### src/design/pdrt_pkg.sv
// Shared constants, types and the derivative table for the perceptron trainer.
// Used by pdrt_weights and perceptron_delta_rule_trainer_top; no dependencies.
package pdrt_pkg;

  localparam int INPUT_BITS  = 4;
  localparam int WEIGHT_BITS = 16;
  localparam int DERIV_DEPTH = 256;

  localparam int NUM_WEIGHTS = INPUT_BITS + 1;               // inputs plus bias
  localparam int NET_BITS    = WEIGHT_BITS + $clog2(NUM_WEIGHTS);
  localparam int IDX_BITS    = $clog2(DERIV_DEPTH);
  localparam int IDX_SHIFT   = 4;                            // table step is 1/16 of net
  localparam int ENTRY_BITS  = 16;                           // unsigned Q0.16
  localparam int LR_BITS     = 12;                           // unsigned Q4.8
  localparam int EPOCH_BITS  = 6;
  localparam int ERR_BITS    = 8;
  localparam int STAT_BITS   = 2;
  localparam int OP_BITS     = 2;
  localparam int FRAC_SHIFT  = 16;
  localparam int PROD_BITS   = LR_BITS + ENTRY_BITS;
  localparam int STEP_BITS   = PROD_BITS + 1 - FRAC_SHIFT;
  localparam int ACC_BITS    = ((WEIGHT_BITS > STEP_BITS) ? WEIGHT_BITS : STEP_BITS) + 2;

  localparam logic [OP_BITS-1:0] OP_TRAIN    = OP_BITS'(0);
  localparam logic [OP_BITS-1:0] OP_CLASSIFY = OP_BITS'(1);
  localparam logic [OP_BITS-1:0] OP_CLEAR    = OP_BITS'(2);

  localparam logic [STAT_BITS-1:0] STAT_RUNNING   = STAT_BITS'(0);
  localparam logic [STAT_BITS-1:0] STAT_CONVERGED = STAT_BITS'(1);
  localparam logic [STAT_BITS-1:0] STAT_GAVE_UP   = STAT_BITS'(2);

  localparam logic [0:0] CFG_LEARNING_RATE = 1'b0;
  localparam logic [0:0] CFG_MAX_EPOCHS    = 1'b1;

  localparam logic [LR_BITS-1:0]    LR_RESET     = LR_BITS'(256);
  localparam logic [EPOCH_BITS-1:0] EPOCHS_RESET = EPOCH_BITS'(40);

  typedef logic [DERIV_DEPTH-1:0][ENTRY_BITS-1:0] deriv_rom_t;

  // Weight update request from the update stage to the weight bank
  typedef struct packed {
    logic                  apply;
    logic                  clear;
    logic                  increase;
    logic [INPUT_BITS-1:0] pattern;
    logic [STEP_BITS-1:0]  step;
  } wupd_t;

  // 0.5*sech^2(i/16) in Q0.16, built from a Q0.16 exp(-2x) recurrence.
  // Evaluated at elaboration only; the quotient is a shift-subtract loop.
  function automatic deriv_rom_t build_deriv_rom();
    deriv_rom_t  rom;
    logic [63:0] r;
    logic [63:0] den;
    logic [63:0] num;
    logic [63:0] rem;
    logic [63:0] quo;
    rom = '0;
    r   = 64'd65536;
    for (int i = 0; i < DERIV_DEPTH; i++) begin
      den = (64'd65536 + r) * (64'd65536 + r);
      num = (r << 1) << 32;
      rem = '0;
      quo = '0;
      for (int b = 63; b >= 0; b--) begin
        rem = {rem[62:0], num[b]};
        if (rem >= den) begin
          rem    = rem - den;
          quo[b] = 1'b1;
        end
      end
      rom[i] = quo[ENTRY_BITS-1:0];
      r = (r * 64'd57835 + 64'd32768) >> 16;
    end
    return rom;
  endfunction

  localparam deriv_rom_t DERIV_ROM = build_deriv_rom();

endpackage

### src/design/perceptron_delta_rule_trainer_top.sv
// Top level of the perceptron delta-rule trainer: stream ports, pipeline,
// derivative lookup, step multiplier and epoch counters. Depends on pdrt_pkg, pdrt_weights.
//
// One neuron with four binary inputs and a bias is trained on a request stream.
// Each request carries op (train, classify or clear), a pattern, a target and
// tlast marking the final training sample of an epoch; each request yields one
// result. Requests pass through three registers: an input register, a lookup
// stage (net sum, sign, derivative table read) and an update stage (rate times
// derivative, saturating weight update, error and epoch counters) that loads
// the output register. Classify requests, and train requests that match their
// target, move one per cycle while results are taken. A request that changes
// the weights (a mismatching train request while training runs, or a clear)
// holds the next request in the input register until it has left the lookup
// stage register, as the next net sum needs the updated weights. A result
// passes the input, lookup stage and output registers. The output register
// parts the two stream sides, so requests keep entering while a result waits,
// until the input and lookup stage registers fill. Configuration writes are
// always ready and take effect at once; write them only while the block is idle.

module perceptron_delta_rule_trainer_top import pdrt_pkg::*; (
  input  logic                   clk,
  input  logic                   rst,
  // request stream
  input  logic                   s_axis_tvalid,
  output logic                   s_axis_tready,
  input  logic [7:0]             s_axis_tdata,  // op[1:0], pattern[5:2], target[6], zero[7]
  input  logic                   s_axis_tlast,  // last_in_epoch
  // result stream
  output logic                   m_axis_tvalid,
  input  logic                   m_axis_tready,
  output logic [23:0]            m_axis_tdata,  // predicted[0], mismatch[1], epoch_errors[9:2],
                                                // epoch_number[15:10], train_status[17:16], zero[23:18]
  output logic                   m_axis_tlast,  // epoch_done
  // configuration writes
  input  logic                   cfg_valid,
  output logic                   cfg_ready,
  input  logic [0:0]             cfg_index,
  input  logic [LR_BITS-1:0]     cfg_data
);

  localparam int OUT_USED = 2 + ERR_BITS + EPOCH_BITS + STAT_BITS;

  // configuration registers
  logic [LR_BITS-1:0]    learning_rate;
  logic [EPOCH_BITS-1:0] max_epochs;

  // input register
  logic                  s0_valid;
  logic [OP_BITS-1:0]    s0_op;
  logic [INPUT_BITS-1:0] s0_pattern;
  logic                  s0_target;
  logic                  s0_last;

  // lookup stage register
  logic                  s1_valid;
  logic [OP_BITS-1:0]    s1_op;
  logic [INPUT_BITS-1:0] s1_pattern;
  logic                  s1_target;
  logic                  s1_last;
  logic                  s1_pred;
  logic                  s1_mis;
  logic [ENTRY_BITS-1:0] s1_entry;

  // training state
  logic [ERR_BITS-1:0]   error_count;
  logic [EPOCH_BITS-1:0] epoch_count;
  logic [STAT_BITS-1:0]  status_reg;
  logic [ERR_BITS-1:0]   error_count_next;
  logic [EPOCH_BITS-1:0] epoch_count_next;
  logic [STAT_BITS-1:0]  status_reg_next;

  // output register
  logic                  out_valid;
  logic                  out_pred;
  logic                  out_mis;
  logic                  out_done;
  logic [ERR_BITS-1:0]   out_errors;
  logic [EPOCH_BITS-1:0] out_epoch;
  logic [STAT_BITS-1:0]  out_status;

  // lookup stage logic
  logic signed [NET_BITS-1:0] net;
  logic [NET_BITS-1:0]        net_mag;
  logic [NET_BITS-1:0]        net_scaled;
  logic [IDX_BITS-1:0]        deriv_idx;
  logic                       a_pred;
  logic                       a_mis;

  // update stage logic
  logic                       s1_hazard;
  logic                       a_adv;
  logic                       b_adv;
  logic                       train_live;
  logic [PROD_BITS-1:0]       prod;
  logic [PROD_BITS:0]         prod_round;
  logic [STEP_BITS-1:0]       step;
  logic [ERR_BITS-1:0]        err_inc;
  logic [ERR_BITS-1:0]        b_errors;
  logic [EPOCH_BITS-1:0]      b_epoch;
  logic                       b_done;
  wupd_t                      upd;

  // ---------------------------------------------------------------------------
  // Configuration: always ready, write by register index
  assign cfg_ready = 1'b1;

  always_ff @(posedge clk) begin
    if (rst) begin
      learning_rate <= LR_RESET;
      max_epochs    <= EPOCHS_RESET;
    end else if (cfg_valid) begin
      unique case (cfg_index)
        CFG_LEARNING_RATE: learning_rate <= cfg_data;
        CFG_MAX_EPOCHS:    max_epochs    <= cfg_data[EPOCH_BITS-1:0];
        default:           ;
      endcase
    end
  end

  // ---------------------------------------------------------------------------
  // Flow control. The item in the update stage changes the weights when it is a
  // clear or a live mismatching train; hold the lookup stage until it has left.
  assign s1_hazard = (s1_op == OP_CLEAR) ||
                     ((s1_op == OP_TRAIN) && s1_mis && (status_reg == STAT_RUNNING));
  assign b_adv     = s1_valid && (!out_valid || m_axis_tready);
  assign a_adv     = s0_valid && (!s1_valid || (b_adv && !s1_hazard));
  assign s_axis_tready = !s0_valid || a_adv;

  // ---------------------------------------------------------------------------
  // Input register
  always_ff @(posedge clk) begin
    if (rst) begin
      s0_valid <= 1'b0;
    end else if (s_axis_tready) begin
      s0_valid <= s_axis_tvalid;
    end
  end

  always_ff @(posedge clk) begin
    if (s_axis_tready && s_axis_tvalid) begin
      s0_op      <= s_axis_tdata[OP_BITS-1:0];
      s0_pattern <= s_axis_tdata[OP_BITS +: INPUT_BITS];
      s0_target  <= s_axis_tdata[OP_BITS + INPUT_BITS];
      s0_last    <= s_axis_tlast;
    end
  end

  // ---------------------------------------------------------------------------
  // Lookup stage: net sum, prediction and derivative index clamped to the table
  pdrt_weights u_weights (
    .clk        (clk),
    .rst        (rst),
    .upd        (upd),
    .rd_pattern (s0_pattern),
    .net        (net)
  );

  assign a_pred     = !net[NET_BITS-1];
  assign a_mis      = (s0_op == OP_TRAIN) && (a_pred != s0_target);
  assign net_mag    = net[NET_BITS-1] ? NET_BITS'(-net) : NET_BITS'(net);
  assign net_scaled = net_mag >> IDX_SHIFT;
  assign deriv_idx  = (64'(net_scaled) > 64'(DERIV_DEPTH - 1)) ?
                      IDX_BITS'(DERIV_DEPTH - 1) : IDX_BITS'(net_scaled);

  always_ff @(posedge clk) begin
    if (rst) begin
      s1_valid <= 1'b0;
    end else if (a_adv) begin
      s1_valid <= 1'b1;
    end else if (b_adv) begin
      s1_valid <= 1'b0;
    end
  end

  always_ff @(posedge clk) begin
    if (a_adv) begin
      s1_op      <= s0_op;
      s1_pattern <= s0_pattern;
      s1_target  <= s0_target;
      s1_last    <= s0_last;
      s1_pred    <= a_pred;
      s1_mis     <= a_mis;
      s1_entry   <= DERIV_ROM[deriv_idx];
    end
  end

  // ---------------------------------------------------------------------------
  // Update stage: step = round(rate * derivative) in Q.8, then counters
  assign prod       = PROD_BITS'(learning_rate) * PROD_BITS'(s1_entry);
  assign prod_round = {1'b0, prod} + (PROD_BITS + 1)'(1 << (FRAC_SHIFT - 1));
  assign step       = prod_round[PROD_BITS:FRAC_SHIFT];
  assign train_live = (s1_op == OP_TRAIN) && (status_reg == STAT_RUNNING);
  assign err_inc    = (s1_mis && (error_count != '1)) ? error_count + ERR_BITS'(1)
                                                      : error_count;

  always_comb begin
    upd.apply    = b_adv && train_live && s1_mis;
    upd.clear    = b_adv && (s1_op == OP_CLEAR);
    upd.increase = s1_target;
    upd.pattern  = s1_pattern;
    upd.step     = step;
  end

  always_comb begin
    error_count_next = error_count;
    epoch_count_next = epoch_count;
    status_reg_next  = status_reg;
    b_errors         = error_count;
    b_epoch          = epoch_count;
    b_done           = 1'b0;
    if (s1_op == OP_CLEAR) begin
      error_count_next = '0;
      epoch_count_next = '0;
      status_reg_next  = STAT_RUNNING;
      b_errors         = '0;
      b_epoch          = '0;
    end else if (train_live) begin
      b_errors         = err_inc;
      error_count_next = err_inc;
      if (s1_last) begin
        // close the epoch: converged, give up, or advance the epoch number
        b_done           = 1'b1;
        error_count_next = '0;
        if (err_inc == '0) begin
          status_reg_next = STAT_CONVERGED;
        end else if (epoch_count >= max_epochs) begin
          status_reg_next = STAT_GAVE_UP;
        end else if (epoch_count != '1) begin
          epoch_count_next = epoch_count + EPOCH_BITS'(1);
        end
      end
    end
  end

  always_ff @(posedge clk) begin
    if (rst) begin
      error_count <= '0;
      epoch_count <= '0;
      status_reg  <= STAT_RUNNING;
    end else if (b_adv) begin
      error_count <= error_count_next;
      epoch_count <= epoch_count_next;
      status_reg  <= status_reg_next;
    end
  end

  // ---------------------------------------------------------------------------
  // Output register
  always_ff @(posedge clk) begin
    if (rst) begin
      out_valid <= 1'b0;
    end else if (b_adv) begin
      out_valid <= 1'b1;
    end else if (m_axis_tready) begin
      out_valid <= 1'b0;
    end
  end

  always_ff @(posedge clk) begin
    if (b_adv) begin
      out_pred   <= s1_pred;
      out_mis    <= s1_mis;
      out_done   <= b_done;
      out_errors <= b_errors;
      out_epoch  <= b_epoch;
      out_status <= status_reg_next;
    end
  end

  assign m_axis_tvalid = out_valid;
  assign m_axis_tlast  = out_done;
  assign m_axis_tdata  = {(24 - OUT_USED)'(0), out_status, out_epoch, out_errors,
                          out_mis, out_pred};

  // ---------------------------------------------------------------------------
  // Assertions

  // A finished run stays finished until a clear passes the update stage
  a_status_sticky: assert property (@(posedge clk) disable iff (rst)
    (status_reg != STAT_RUNNING) && !(b_adv && (s1_op == OP_CLEAR))
    |=> status_reg == $past(status_reg))
    else $error("training status left a finished state without a clear");

  // The epoch number only steps by one or returns to zero
  a_epoch_step: assert property (@(posedge clk) disable iff (rst)
    epoch_count != $past(epoch_count)
    |-> (epoch_count == EPOCH_BITS'($past(epoch_count) + 1'b1)) || (epoch_count == '0))
    else $error("epoch counter jumped");

  // Closing an epoch always restarts the error count
  a_epoch_close: assert property (@(posedge clk) disable iff (rst)
    b_adv && b_done |=> error_count == '0)
    else $error("error count not cleared at end of epoch");

  // No item enters the update stage behind one that is still changing the weights
  a_no_stale_net: assert property (@(posedge clk) disable iff (rst)
    s1_valid && s1_hazard && !b_adv |=> s1_valid && $stable(s1_pattern) && $stable(s1_op))
    else $error("update stage item overwritten before its weight update");

endmodule

### src/design/pdrt_weights.sv
// Weight bank of the perceptron trainer: weights and bias, net input sum and
// the saturating delta-rule update. Depends on pdrt_pkg.
module pdrt_weights import pdrt_pkg::*; (
  input  logic                       clk,
  input  logic                       rst,
  input  wupd_t                      upd,
  input  logic [INPUT_BITS-1:0]      rd_pattern,
  output logic signed [NET_BITS-1:0] net
);

  localparam logic signed [ACC_BITS-1:0] W_MAX = ACC_BITS'((64'sd1 <<< (WEIGHT_BITS - 1)) - 1);
  localparam logic signed [ACC_BITS-1:0] W_MIN = -W_MAX - ACC_BITS'(1);

  logic signed [WEIGHT_BITS-1:0] weights      [NUM_WEIGHTS];
  logic signed [WEIGHT_BITS-1:0] weights_next [NUM_WEIGHTS];
  logic        [NUM_WEIGHTS-1:0] active;
  logic signed [ACC_BITS-1:0]    delta_mag;
  logic signed [ACC_BITS-1:0]    delta;

  // Bias sits at the top index and always counts
  always_comb begin
    net = NET_BITS'(weights[INPUT_BITS]);
    for (int i = 0; i < INPUT_BITS; i++) begin
      if (rd_pattern[i]) net = net + NET_BITS'(weights[i]);
    end
  end

  assign active    = {1'b1, upd.pattern};
  assign delta_mag = ACC_BITS'(upd.step);
  assign delta     = upd.increase ? delta_mag : -delta_mag;

  always_comb begin
    logic signed [ACC_BITS-1:0] sum;
    for (int i = 0; i < NUM_WEIGHTS; i++) begin
      sum = ACC_BITS'(weights[i]) + delta;
      if (!active[i])      weights_next[i] = weights[i];
      else if (sum > W_MAX) weights_next[i] = WEIGHT_BITS'(W_MAX);
      else if (sum < W_MIN) weights_next[i] = WEIGHT_BITS'(W_MIN);
      else                  weights_next[i] = WEIGHT_BITS'(sum);
    end
  end

  always_ff @(posedge clk) begin
    if (rst || upd.clear) begin
      for (int i = 0; i < NUM_WEIGHTS; i++) weights[i] <= '0;
    end else if (upd.apply) begin
      for (int i = 0; i < NUM_WEIGHTS; i++) weights[i] <= weights_next[i];
    end
  end

endmodule

### config.mk
export PLATFORM = sky130hd
export DESIGN_NAME = perceptron_delta_rule_trainer_top
export DESIGN_NICKNAME = d
export VERILOG_FILES = /design/src/design/pdrt_pkg.sv /design/src/design/perceptron_delta_rule_trainer_top.sv /design/src/design/pdrt_weights.sv
export SDC_FILE = /design/constraint.sdc
export NUM_CORES = 1
export LEC_CHECK = 0
export BUFFER_PORTS_ARGS = -buffer_cell sky130_fd_sc_hd__buf_2
export CAP_MARGIN = 10
export CORE_MARGIN = 5
export CORE_UTILIZATION = 30
export DETAILED_ROUTE_END_ITERATION = 10
export SKIP_LAST_GASP = 1
export SLEW_MARGIN = 25
export SYNTH_ARGS = -nofsm -noshare
export SYNTH_HDL_FRONTEND = slang
export SYNTH_HIERARCHICAL = 1
export SYNTH_SLANG_ARGS = --single-unit
### constraint.sdc
create_clock -name clk -period 11 [get_ports clk]
set_input_delay 0 -clock clk [delete_from_list [all_inputs] [get_ports clk]]
set_output_delay 0 -clock clk [all_outputs]
set_load 0.03 [all_outputs]
---- Yosys cells after proc, flatten, opt, wreduce, memory -nomap -nowiden ----
Memories as Yosys holds them, arrays and structs flattened. A register that Yosys moved wholly into a read port is not among the register bits.
Index checks and enable logic that the tools add are counted.
storage, ports and cells
  word-level logic and storage cells ...... 154
  memories ................................ 2
  RAM bits ................................ 80
  memory bits (read-only) ................. 4096
  register bits ........................... 74
  output and inout bits ................... 28
  input bits .............................. 27
memory list
  memory             words  width  rd ports  clocked after Yosys merged registers in  wr ports  RTL line                                  source
  (name not given)   256    16     1         1                                        0         perceptron_delta_rule_trainer_top.sv:183  s1_entry <= DERIV_ROM[deriv_idx];
  u_weights.weights  5      16     5         0                                        5         pdrt_weights.sv:14                        logic signed [WEIGHT_BITS-1:0] weights [NUM_WEIGHTS];
cells by class
  multipliers ............................. 1
  bitwise gates (word level) .............. 7
  reduce and logical (&&, ||, !) cells .... 36
  equal/unequal tests ..................... 6
  multiplexer cells ....................... 52
  magnitude comparators ................... 12
  $add $sub $neg .......................... 14
operators by type and width
  cell                    count
  $mux 16                 19
  $mux 19                 5
  $add 16x18->18          5
  $gt 18x16->1 const B    5
  $lt 18x16->1 const B    5
  $add 19x16->19          3
  $mux 8                  6
  $mux 6                  6
  $add 28x16->29 const B  1
  $mul 12x16->28          1
  $neg 19->19             1
  $mux 18                 1
  $neg 13->18             1
  $add 16x16->17          1
  $gt 15x8->1 const B     1
  $logic_and 1x1->1       12
  $mux 1                  10
  $mux 2                  5
  $reduce_bool 2->1       5
  $add 8x1->8 const B     1
  $logic_not 8->1         1
  $ne 8x8->1 const B      1
  $add 6x1->6 const B     1
  $ge 6x6->1              1
  other kinds (12)        30

---- Depth between registers and ports, before layout ----
Gate-level depths: netlist of run 1.
An unclocked memory read counts as a cell.
  depth after elaboration ................. 13
  gate-level depth with buffers ........... 52
  mapped depth without buffers ............ 48

---- By module ----
Netlist of run 1, hierarchy kept.
modules (own cells, without submodules)
  module                             area each (um^2)  seq. area each (um^2)  times used  cells each
  perceptron_delta_rule_trainer_top  11651.2           2332.2                 1           1351
  pdrt_weights                       11270.8           2402.3                 1           1309

---- Worst setup path after synthesis of run 1 ----
Ideal clock, no wire load.
  path type ............................... register to register
  from .................................... memory u_weights.weights[4][3] (netlist: u_weights/weights[0][67])
  to ...................................... register s1_entry[2], data pin
  path buffers ............................ 3
  arrival ................................. 9.093 ns
  stages on the path, launching flop included .. 47
  slack ................................... 1.645 ns
  data required time ...................... 10.739 ns
  clock period less this slack ............ 9.355 ns
  setup time .............................. 0.261 ns
  path through ............................ edfxtp_1 -> ha_1 -> nand2_1 -> o31ai_1 -> xor2_1 -> mux2_2 -> ha_1 -> o211ai_1 -> a21oi_1 -> o41ai_1 -> nand2_1 -> xor2_1 -> nand2_1 -> o21ai_0 -> ha_1 -> a21o_1 -> a21o_1 -> a21o_1 -> (+11 left out) -> nand2_1 -> xnor2_1 -> buf_2 -> nand3b_1 -> a2111oi_0 -> nor3_2 -> a211o_1 -> buf_4 -> buf_4 -> nor2_1 -> inv_1 -> ha_1 -> nand2_1 -> a21oi_1 -> o21a_1 -> a41oi_1 -> o221ai_1 -> a311o_1
RTL lines
  item         RTL line                                 source
  from (decl)  pdrt_weights.sv:14
  to (decl)    perceptron_delta_rule_trainer_top.sv:62  logic [ENTRY_BITS-1:0] s1_entry;

==> results of run 1 <==
how the worst max path moves through the flow:
stage                              from     endpoint  slack, ps  cells after the start
2_1_floorplan  u_weights/weights[0][67]  s1_entry[2]       1650                     46
3_3_place_gp    u_weights/weights[0][0]  s1_entry[2]       1070                     46
3_5_place_dp   u_weights/weights[0][64]  s1_entry[3]        990                     49
4_1_cts        u_weights/weights[0][64]  s1_entry[2]        920                     46
5_1_grt        u_weights/weights[0][64]  s1_entry[2]         10                     48
6_report       u_weights/weights[0][64]  s1_entry[3]        870                     47
layer usage:
layer / track usage (%) / routed length [microns] / part of all wire, % / vias to the layer above
met5: 0 / 0 / 0 / -
li1: - / - / - / 9467
met3: 2.14 / 3030 / 5.0 / 83
met4: 4.21 / 1230 / 2.0 / 0
met2: 24.4 / 28500 / 47 / 450
met1: 20.4 / 28200 / 46 / 9108
power groups by stage:
stage,Clock (W),Sequential [W],Combinational (W)
3_3_place_gp,0,0.000774,0.00328
5_1_grt,0.000684,0.000765,0.00371
4_1_cts,0.000661,0.000760,0.00331
2_1_floorplan,0,0.000751,0.00245
6_report,0.000638,0.000761,0.00333
3_5_place_dp,0,0.000775,0.00327
kinds of logic after synthesis:
kind of cell,Yosys count
muxes,45
DFF,170
other,2
adders and majority gates,407
and+or+nand+nor,781
AOI/OAI and AO/OA,717
xor gates and xnor gates,181
buffers and inverters,357
synth_stat cells, types with 41 or more instances:
| library cell | instances | area (sq um) |
|---|---|---|
| nand2_1 | 305 | 1140 |
| ha_1 | 258 | 3230 |
| inv_1 | 247 | 927 |
| a21oi_1 | 195 | 976 |
| fa_1 | 149 | 2980 |
| nor2_1 | 148 | 556 |
| edfxtp_1 | 133 | 3990 |
| o21ai_0 | 118 | 591 |
| xnor2_1 | 94 | 823 |
| xor2_1 | 85 | 744 |
| and2_1 | 84 | 526 |
| clkbuf_1 | 76 | 285 |
| a21o_1 | 67 | 503 |
| o21ai_1 | 66 | 330 |
| nand3_1 | 41 | 205 |
cell type report:
type / instances / area (sq um) / share of cell area (%)
sequential: 170 / 4730 / 18.7
clock buffer: 17 / 425 / 1.68
tap: 978 / 1220 / 4.84
timing repair buffer: 137 / 981 / 3.88
multi-input combinational: 2138 / 16800 / 66.4
inverter: 248 / 931 / 3.68
clock inverter: 15 / 191 / 0.757
layout by cell type (no fill, tap or decap), types with 64 or more instances in the layout:
| master | netlist | final |
|---|---|---|
| a21o_1 | 67 | 67 |
| a21oi_1 | 195 | 195 |
| and2_1 | 84 | 84 |
| buf_4 | 16 | 64 |
| edfxtp_1 | 133 | 133 |
| fa_1 | 149 | 149 |
| ha_1 | 258 | 258 |
| inv_1 | 247 | 247 |
| nand2_1 | 305 | 305 |
| nor2_1 | 148 | 148 |
| o21ai_0 | 118 | 118 |
| o21ai_1 | 66 | 66 |
| xnor2_1 | 94 | 91 |
| xor2_1 | 85 | 85 |
through the flow:
stage          hold slack, ps  power, W  utilization [%]  setup WS [ps]  cell area (sq um)
2_1_floorplan            94.3   0.00321                -           1650              22900
3_3_place_gp              177   0.00405             32.2           1070              24400
3_5_place_dp              178   0.00405             32.2            988              24400
4_1_cts                   182   0.00473             33.4            917              25300
5_1_grt                   197   0.00516             33.4           11.4              25300
6_report                  219   0.00473             33.4            867              25300
timing repair:
action | in CTS | in global routing
hold buffers | 27 | 0
gates resized for setup | 0 | 0
endpoints found under the hold margin | 31 | 0
==> results by group, run 1 <==
Status
  • Outcome: complete, no violations

Timing
  • Min Clock Period, post-route: 10,130 ps
  • Setup TNS: 0 ps
  • Slew @ Worst Pin: 1030 ps
  • RSZ-0062 raised after global routing: no
  • Final number of hold-violating endpoints: 0
  • Relative slew slack: 31.4%
  • Final number of setup-violating endpoints: 0
  • Fmax: 0.0987 GHz
  • Final Cycle Share: 92.1%
  • Slew Limit Fails: 0
  • Max Clock Skew: 18.4 ps

GRT
  • Vias in the first global route: 18,605
  • All-layer global routing usage: 14.8%
  • Initial antenna violation count: 0
  • First-pass GRT wire length: 99.0 mm
  • GR Overflow Total: 0
  • Pin count of the biggest net entering global routing: 35

Layout
  • Synthesis-to-layout area growth: 10.3%
  • Final net count: 3,146
  • Fin cells: 3,703
  • Filler cells: 7,903
  • Biggest register: u_weights/weights
  • Layout cells sized above 1: 8.81%
  • Max FFs per register: 80
  • Biggest regs: u_weights/weights (80), s1_entry (16), learning_rate (12)
  • Diodes inserted: 0

Placement
  • Gp weighted congestion: 0.923
  • Dpl cells: 3,644
  • Port Buffers: 46
  • Post-DP HPWL: 47.8 mm

Critical path
  • CP Capture Type: flip-flop
  • CP required: 11,250 ps
  • Critical Path Fanout Max: 8
  • Startpoint types: flip-flop
  • RR Endpoint: s1_entry[3]
  • Max incr delay on CP: 470 ps
  • CP most frequent cell: ha_1
  • CP top delay family: compound AO/OA/AOI/OAI gates
  • Worst R2R Setup Slack: 870 ps
  • Buf+Inv Stages, Crit Path: 5
  • Arrival @ worst endpoint: 10,390 ps
  • Kind of critical path: flip-flop to flip-flop
  • R2R Path Start: u_weights/weights[0][64]
  • Worst-case reg-to-reg path depth: 47
  • Critical-path top delay cell: a2111oi_0

Power and ir drop
  • Flop pwr share: 16.1%
  • Int Pwr: 0.00234 W
  • Clk pwr share: 13.5%
  • Switching share of power: 50.6%
  • Lkg Pwr: 11.0 nW
  • Maximum VDD drop: 0.170 mV
  • Net switching power: 0.00239 W
  • Part of the power in combinational logic: 70.4%
  • P per Cell Area: 187 nW/um^2

Synth
  • Mean Syn Cell Area: 8.62 sq um
  • Adder-cell share of the synthesized area: 27.1%
  • Mapped Area: 22,900 sq um
  • Synth Area in Simple Gates: 16.5%
  • Largest family of logic cells by synthesized area: adder cells
  • Main flop type after synthesis: edfxtp_1
  • #FFs+latches synth: 170
  • Ys Warns: 6
  • Asr flop ratio synth: 0%
  • Cells after Synth: 2,660
  • XOR/XNOR share of the synthesized area: 6.98%
  • Netlist cell types: 103
  • Post-synth EDFFs: 133
  • Sequential cell area fraction in the yosys report: 20.7%
  • Post-synthesis compound-gate area fraction: 20.4%
  • Multiplexer share of the synthesized area: 2.18%

Routing
  • First-pass DRT Iterations: 6
  • ANT nets after route: 0
  • WL/cell: 16.5 microns
  • Routed wire length: 61.0 mm
  • Vias per cell: 5.16
  • Vias after detailed routing: 19,108
  • Residual DRC: 0
  • Drt initial violations: 1,416

CTS
  • Clock sinks: 170
  • Clock Tree Buf Depth: 2
  • Worst-skew pair later-pin latency: 490 ps
  • Postcts setup bufs: 0
  • CTS H-tree depth: 4
  • Clock-pin slew on the worst setup and hold paths: 90 ps
  • Clock tree root driver cell: clkbuf_16
  • CTS buffer count: 17
  • CTS tree: built

Floorplanning
  • Rows: 101
  • Chip height: 286 microns
  • I/O pin count: 55
  • Core region area: 75,800 sq um
  • Die Wd: 286 microns
  • Initial core utilization: 30.2%
  • Die area: 82,000 sq um

Worst hold path
  • Worst hold start: s_axis_tdata[2]
  • Hold depth: 2
  • Hold Path End: s0_pattern[0]
  • Worst hold path type: input port to flip-flop

Flow run
  • Max cap viols: 0
Power figures use the tool's default switching activity.
==> run 2, diff against run 1 <==
--- a/config.mk
+++ b/config.mk
@@ -10,6 +10,7 @@
 export CORE_MARGIN = 5
 export CORE_UTILIZATION = 30
 export DETAILED_ROUTE_END_ITERATION = 10
+export PLACE_DENSITY = 0.45
 export SKIP_LAST_GASP = 1
 export SLEW_MARGIN = 25
 export SYNTH_ARGS = -nofsm -noshare
==> results by group, run 2 (same netlist as run 1, synthesis figures left out) <==
CTS
  • Clock Tree Buf Depth: 2 (unchanged)
  • Clock sinks: 170 (unchanged)
  • CTS H-tree depth: 4 (unchanged)
  • Worst-skew pair later-pin latency: 490 ps (about the same)
  • Clock-pin slew on the worst setup and hold paths: 90 ps (about the same)
  • Clock tree root driver cell: clkbuf_16
  • CTS tree: built
  • CTS buffer count: 17 (unchanged)

Layout
  • Layout cells sized above 1: 9.27% (+0.46 points)
  • Fin cells: 3,708 (+0.14%)
  • Max FFs per register: 80 (unchanged)
  • Filler cells: 7,956 (+0.67%)
  • Synthesis-to-layout area growth: 10.8%
  • Biggest regs: u_weights/weights (80), s1_entry (16), learning_rate (12)
  • Final net count: 3,151 (+0.16%)
  • Biggest register: u_weights/weights
  • Commonest non-fill, non-tap cell in the layout: nand2_1
  • Diodes inserted: 0 (unchanged)
  • Most frequent cells in the layout: nand2_1, ha_1, inv_1

Power and ir drop
  • Flop pwr share: 15.7% (-0.4 points)
  • Lkg Pwr: 11.1 nW (+0.36%)
  • Part of the power in combinational logic: 70.5% (about the same)
  • Clk pwr share: 13.8% (+0.3 points)
  • Net switching power: 0.00249 W (+3.9%)
  • P per Cell Area: 191 nW/um^2 (+2.1%)
  • Maximum VDD drop: 0.108 mV (-36%)
  • Int Pwr: 0.00237 W (+1.2%)
  • Switching share of power: 51.2% (+0.66 points)

Routing
  • First-pass DRT Iterations: 6 (unchanged)
  • Residual DRC: 0 (unchanged)
  • Vias after detailed routing: 19,477 (+1.9%)
  • Vias per cell: 5.25 (+1.8%)
  • ANT nets after route: 0 (unchanged)
  • Routed wire length: 70.6 mm (+16%)
  • WL/cell: 19.0 microns (+16%)
  • Drt initial violations: 1,458 (+3.0%)

Timing
  • Fmax: 0.0975 GHz (-1.2%)
  • Worst setup margin: 747 ps (-120 ps)
  • WHS: 59.0 ps (-160 ps)
  • Final number of hold-violating endpoints: 0 (unchanged)
  • Min Clock Period, post-route: 10,250 ps (+120 ps)
  • Relative slew slack: 29.3% (-2.1 points)
  • Slew @ Worst Pin: 1050 ps (+24.2 ps)
  • Setup TNS: 0 ps (unchanged)
  • Final number of setup-violating endpoints: 0 (unchanged)
  • Final Cycle Share: 93.2% (+1.1 points)
  • RSZ-0062 raised after global routing: no
  • Slew Limit Fails: 0 (unchanged)
  • Max Clock Skew: 17.8 ps (-0.654 ps)

Placement
  • Place WS: 734 ps (-254 ps)
  • Dpl cells: 3,651 (+0.19%)
  • Post-DP HPWL: 55.0 mm (+15%)
  • Gp weighted congestion: 0.878 (-4.9%)
  • Port Buffers: 46 (unchanged)

GRT
  • Vias in the first global route: 19,227 (+3.3%)
  • Pin count of the biggest net entering global routing: 35 (unchanged)
  • All-layer global routing usage: 17.0% (+2.1 points)
  • Initial antenna violation count: 0 (unchanged)
  • First-pass GRT wire length: 110 mm (+11%)
  • GR Overflow Total: 0 (unchanged)

Floorplanning
  • Rows: 101 (unchanged)
  • Core region area: 75,800 sq um (unchanged)
  • Die Wd: 286 microns (unchanged)
  • Initial core utilization: 30.2% (unchanged)
  • Die area: 82,000 sq um (unchanged)
  • Chip height: 286 microns (unchanged)
  • I/O pin count: 55 (unchanged)

Flow run
  • Max cap viols: 0 (unchanged)

Critical path
  • Critical Path Fanout Max: 6 (-2)
  • Arrival @ worst endpoint: 10,470 ps (+80 ps)
  • Startpoint types: flip-flop
  • Max incr delay on CP: 450 ps (-20 ps)
  • Critical-path top delay cell: ha_1
  • CP Capture Type: flip-flop
  • Kind of critical path: flip-flop to flip-flop
  • CP required: 11,220 ps (-30 ps)

Worst hold path
  • Worst hold path type: input port to flip-flop

Status
  • Outcome: complete, no violations
==> run 2: cell count changes in the layout (fill, tap and decap cells not counted), sizes merged <==
cell,delta
buf,+7
clkinvlp,+2
dlygate4sd3,-2
bufinv,+2
clkbuf,+2
clkinv,-5
inv,-1
==> run 2: critical path: cells and delay by family (launching register included) <==
kind / cells / cell delay (ps)
compound gates: 23 / 4920
xor+xnor: 5 / 780
fa+ha+maj: 5 / 1830
buf+inv: 2 / 370
flops: 1 / 440
mux: 2 / 600
simple gates: 8 / 990
==> run 2: worst paths after layout <==
kind / startpoint / endpoint / slack (ps) / depth (start not counted)
hold reg to reg: s0_last / s1_last / 430 / 0
setup / recovery: u_weights/weights[0][3] / s1_entry[2] / 750 / 45
setup reg to reg: u_weights/weights[0][3] / s1_entry[2] / 750 / 45
hold / removal: rst / error_count[4] / 60 / 3
==> run 2: final cells by class <==
class                      count  area (sq um)  share of cell area, %
tap                          978          1220                   4.82
timing repair buffer         142          1080                   4.24
sequential                   170          4730                   18.6
clock buffer                  19           433                   1.70
inverter                     248           931                   3.67
multi-input combinational   2138         16800                   66.3
clock inverter                13           155                  0.611
==> run 2: routing by layer <==
metal | vias up | track usage [%] | part of all wire, %
met3 | 79 | 2.18 | 3.6
met5 | - | 0 | 0
met1 | 9529 | 22.7 | 46
met2 | 420 | 29.0 | 48
met4 | 0 | 4.42 | 2.0
li1 | 9449 | - | -
==> run 2: repair_timing <==
action / CTS / global route
endpoints found under the setup margin: 0 / 5
endpoints found under the hold margin: 29 / 0
hold buffers: 25 / 0
setup buffers: 0 / 0
gates resized for setup: 0 / 4
==> run 2: metrics by stage <==
stage	power (W)	util [%]	area, sq um
floorplan	0.00321	-	22900
global placement	0.00413	32.4	24500
detailed placement	0.00415	32.4	24500
CTS	0.00487	33.5	25400
global route	0.00527	33.5	25400
finish	0.00485	33.5	25400
==> run 2: power by group through the flow <==
stage	Sequential, W	Clock (W)	Combinational, W
after global placement	0.000777	0	0.00335
after detailed placement	0.000777	0	0.00338
after CTS	0.000762	0.000697	0.00341
final	0.000761	0.000669	0.00342
after floorplan	0.000751	0	0.00245
after global routing	0.000766	0.000719	0.00378
==> run 3, diff against run 2 <==
--- a/config.mk
+++ b/config.mk
@@ -7,10 +7,12 @@
 export LEC_CHECK = 0
 export BUFFER_PORTS_ARGS = -buffer_cell sky130_fd_sc_hd__buf_2
 export CAP_MARGIN = 10
+export CELL_PAD_IN_SITES_DETAIL_PLACEMENT = 1
+export CELL_PAD_IN_SITES_GLOBAL_PLACEMENT = 1
 export CORE_MARGIN = 5
 export CORE_UTILIZATION = 30
 export DETAILED_ROUTE_END_ITERATION = 10
-export PLACE_DENSITY = 0.45
+export PLACE_DENSITY = 0.55
 export SKIP_LAST_GASP = 1
 export SLEW_MARGIN = 25
 export SYNTH_ARGS = -nofsm -noshare
==> results by group, run 3 (same netlist as run 1, synthesis figures left out) <==
Critical path
  • CP required: 11,220 ps (about the same)
  • Startpoint types: flip-flop
  • RR Endpoint: s1_entry[4]
  • Kind of critical path: flip-flop to flip-flop
  • CP most frequent cell: nand2_1
  • Critical-path top delay cell: ha_1
  • Worst R2R Setup Slack: 870 ps (+120 ps)
  • Max incr delay on CP: 490 ps (+40 ps)
  • Worst-case reg-to-reg path depth: 44 (-2.2%)
  • Arrival @ worst endpoint: 10,350 ps (-120 ps)
  • Critical Path Fanout Max: 8 (+2)
  • CP Capture Type: flip-flop
  • R2R Path Start: u_weights/weights[0][64]

Layout
  • Biggest register: u_weights/weights
  • Layout cells sized above 1: 9.19% (-0.080 points)
  • Max FFs per register: 80 (unchanged)
  • Most frequent cells in the layout: nand2_1, ha_1, inv_1
  • Synthesis-to-layout area growth: 10.7%
  • Fin cells: 3,710 (+0.054%)
  • Final net count: 3,153 (+0.063%)
  • Filler cells: 8,968 (+13%)
  • Diodes inserted: 0 (unchanged)
  • Multi-input gate area: 16,800 sq um (about the same)
  • Commonest non-fill, non-tap cell in the layout: nand2_1
  • Biggest regs: u_weights/weights (80), s1_entry (16), learning_rate (12)
  • Reg area: 4730 sq um (unchanged)

Routing
  • ANT nets after route: 0 (unchanged)
  • Drt initial violations: 810 (-44%)
  • Residual DRC: 0 (unchanged)
  • Routed wire length: 73.9 mm (+4.7%)
  • Vias after detailed routing: 19,559 (+0.42%)
  • First-pass DRT Iterations: 5 (-1)
  • WL/cell: 19.9 microns (+4.7%)
  • Vias per cell: 5.27 (+0.37%)

CTS
  • Postcts setup bufs: 0 (unchanged)
  • Clock-pin slew on the worst setup and hold paths: 90 ps (about the same)
  • Clock tree root driver cell: clkbuf_16
  • Worst-skew pair later-pin latency: 500 ps (about the same)
  • CTS H-tree depth: 4 (unchanged)
  • CTS buffer count: 17 (unchanged)
  • Clock sinks: 170 (unchanged)
  • Clock Tree Buf Depth: 2 (unchanged)
  • CTS tree: built

Placement
  • Place WS: 586 ps (-148 ps)
  • Port Buffers: 46 (unchanged)
  • Gp weighted congestion: 0.840 (-4.3%)
  • Dpl cells: 3,648 (-0.082%)
  • Post-DP HPWL: 58.7 mm (+6.7%)

Timing
  • RSZ-0062 raised after global routing: no
  • Max Clock Skew: 13.1 ps (-4.69 ps)
  • Min Clock Period, post-route: 10,130 ps (-122 ps)
  • Fmax: 0.0987 GHz (+1.2%)
  • Worst setup margin: 869 ps (+122 ps)
  • Slew Limit Fails: 0 (unchanged)
  • Final number of hold-violating endpoints: 0 (unchanged)
  • Final number of setup-violating endpoints: 0 (unchanged)
  • Slew @ Worst Pin: 1080 ps (+31.9 ps)
  • Setup TNS: 0 ps (unchanged)
  • Relative slew slack: 27.3% (-2.0 points)
  • WHS: 57.4 ps (-1.61 ps)
  • Final Cycle Share: 92.1% (-1.1 points)

Floorplanning
  • Die Wd: 286 microns (unchanged)
  • Die area: 82,000 sq um (unchanged)
  • Initial core utilization: 30.2% (unchanged)
  • Core region area: 75,800 sq um (unchanged)
  • I/O pin count: 55 (unchanged)
  • Chip height: 286 microns (unchanged)
  • Rows: 101 (unchanged)

GRT
  • Initial antenna violation count: 0 (unchanged)
  • First-pass GRT wire length: 118 mm (+7.1%)
  • Vias in the first global route: 20,728 (+7.8%)
  • GR Overflow Total: 0 (unchanged)
  • All-layer global routing usage: 18.0% (+0.99 points)
  • Pin count of the biggest net entering global routing: 35 (unchanged)

Flow run
  • Max cap viols: 0 (unchanged)

Power and ir drop
  • P per Cell Area: 192 nW/um^2 (+0.24%)
  • Lkg Pwr: 11.1 nW (about the same)
  • Maximum VDD drop: 0.137 mV (+26%)

Worst hold path
  • Worst hold start: rst
  • Hold Path End: error_count[0]
  • Worst hold path type: input port to flip-flop
  • Hold depth: 2 (-1)

Status
  • Outcome: complete, no violations
==> run 3: changes by cell type in the layout (fill, tap and decap cells not counted), moves of 2 or more <==
cell           previous run  this run
buf_12                    5         0
buf_4                    66        68
bufinv_16                 2         0
clkbuf_1                  2         0
clkinv_8                  0         4
dlygate4sd3_1            25        30
inv_6                     5         3
inv_8                     2         5
xor2_1                   83        85
xor2_2                    3         1
==> run 3: through the flow <==
stage / total power (W) / util (%) / area, sq um
floorplan: 0.00321 / - / 22900
detailed placement: 0.00421 / 32.3 / 24500
finish: 0.00486 / 33.5 / 25400
global placement: 0.00414 / 32.2 / 24400
global route: 0.00529 / 33.5 / 25400
CTS: 0.00489 / 33.4 / 25400
==> run 3: worst max-delay path: cells and delay by family (launching register included) <==
kind	cells	cell delay, ps
xor gates and xnor gates	5	720
buffers and inverters	2	250
DFF	1	380
adders and majority gates	6	2150
and+or+nand+nor	10	1390
AOI/OAI and AO/OA	19	4370
muxes	2	590
==> run 3: what timing repair did <==
item	4_1_cts	5_1_grt
hold buffers	30	0
setup endpoints to repair	0	13
hold endpoints to repair	29	0
gates resized for setup	0	5
==> run 3: report_power, final <==
part | switching, W | total (W) | internal [W]
Combinational | 0.00216 | 0.00346 | 0.00130
Clock | 0.000330 | 0.000636 | 0.000306
Sequential | 0.0000402 | 0.000760 | 0.000720
==> run 3: area by class of cell <==
cell class                 instances  area share [%]
clock buffer                      17            1.68
clock inverter                    15           0.681
tap                              978            4.82
inverter                         248            3.67
sequential                       170            18.7
timing repair buffer             144            4.10
multi-input combinational       2138            66.4
==> run 3: per-layer routing <==
metal  GRT usage [%]  wire, microns
met2            31.3          36000
met1            23.5          34200
met3            2.20           1950
met4            5.15           1820
met5               0              0
==> run 3: how the worst max path moves through the flow <==
stage | startpoint | endpoint | cells after the start
2_1_floorplan | u_weights/weights[0][67] | s1_entry[2] | 46
3_3_place_gp | u_weights/weights[0][2] | s1_entry[4] | 43
3_5_place_dp | u_weights/weights[0][3] | s1_entry[4] | 43
4_1_cts | u_weights/weights[0][3] | s1_entry[4] | 43
5_1_grt | u_weights/weights[0][64] | s1_entry[8] | 44
6_report | u_weights/weights[0][64] | s1_entry[4] | 44
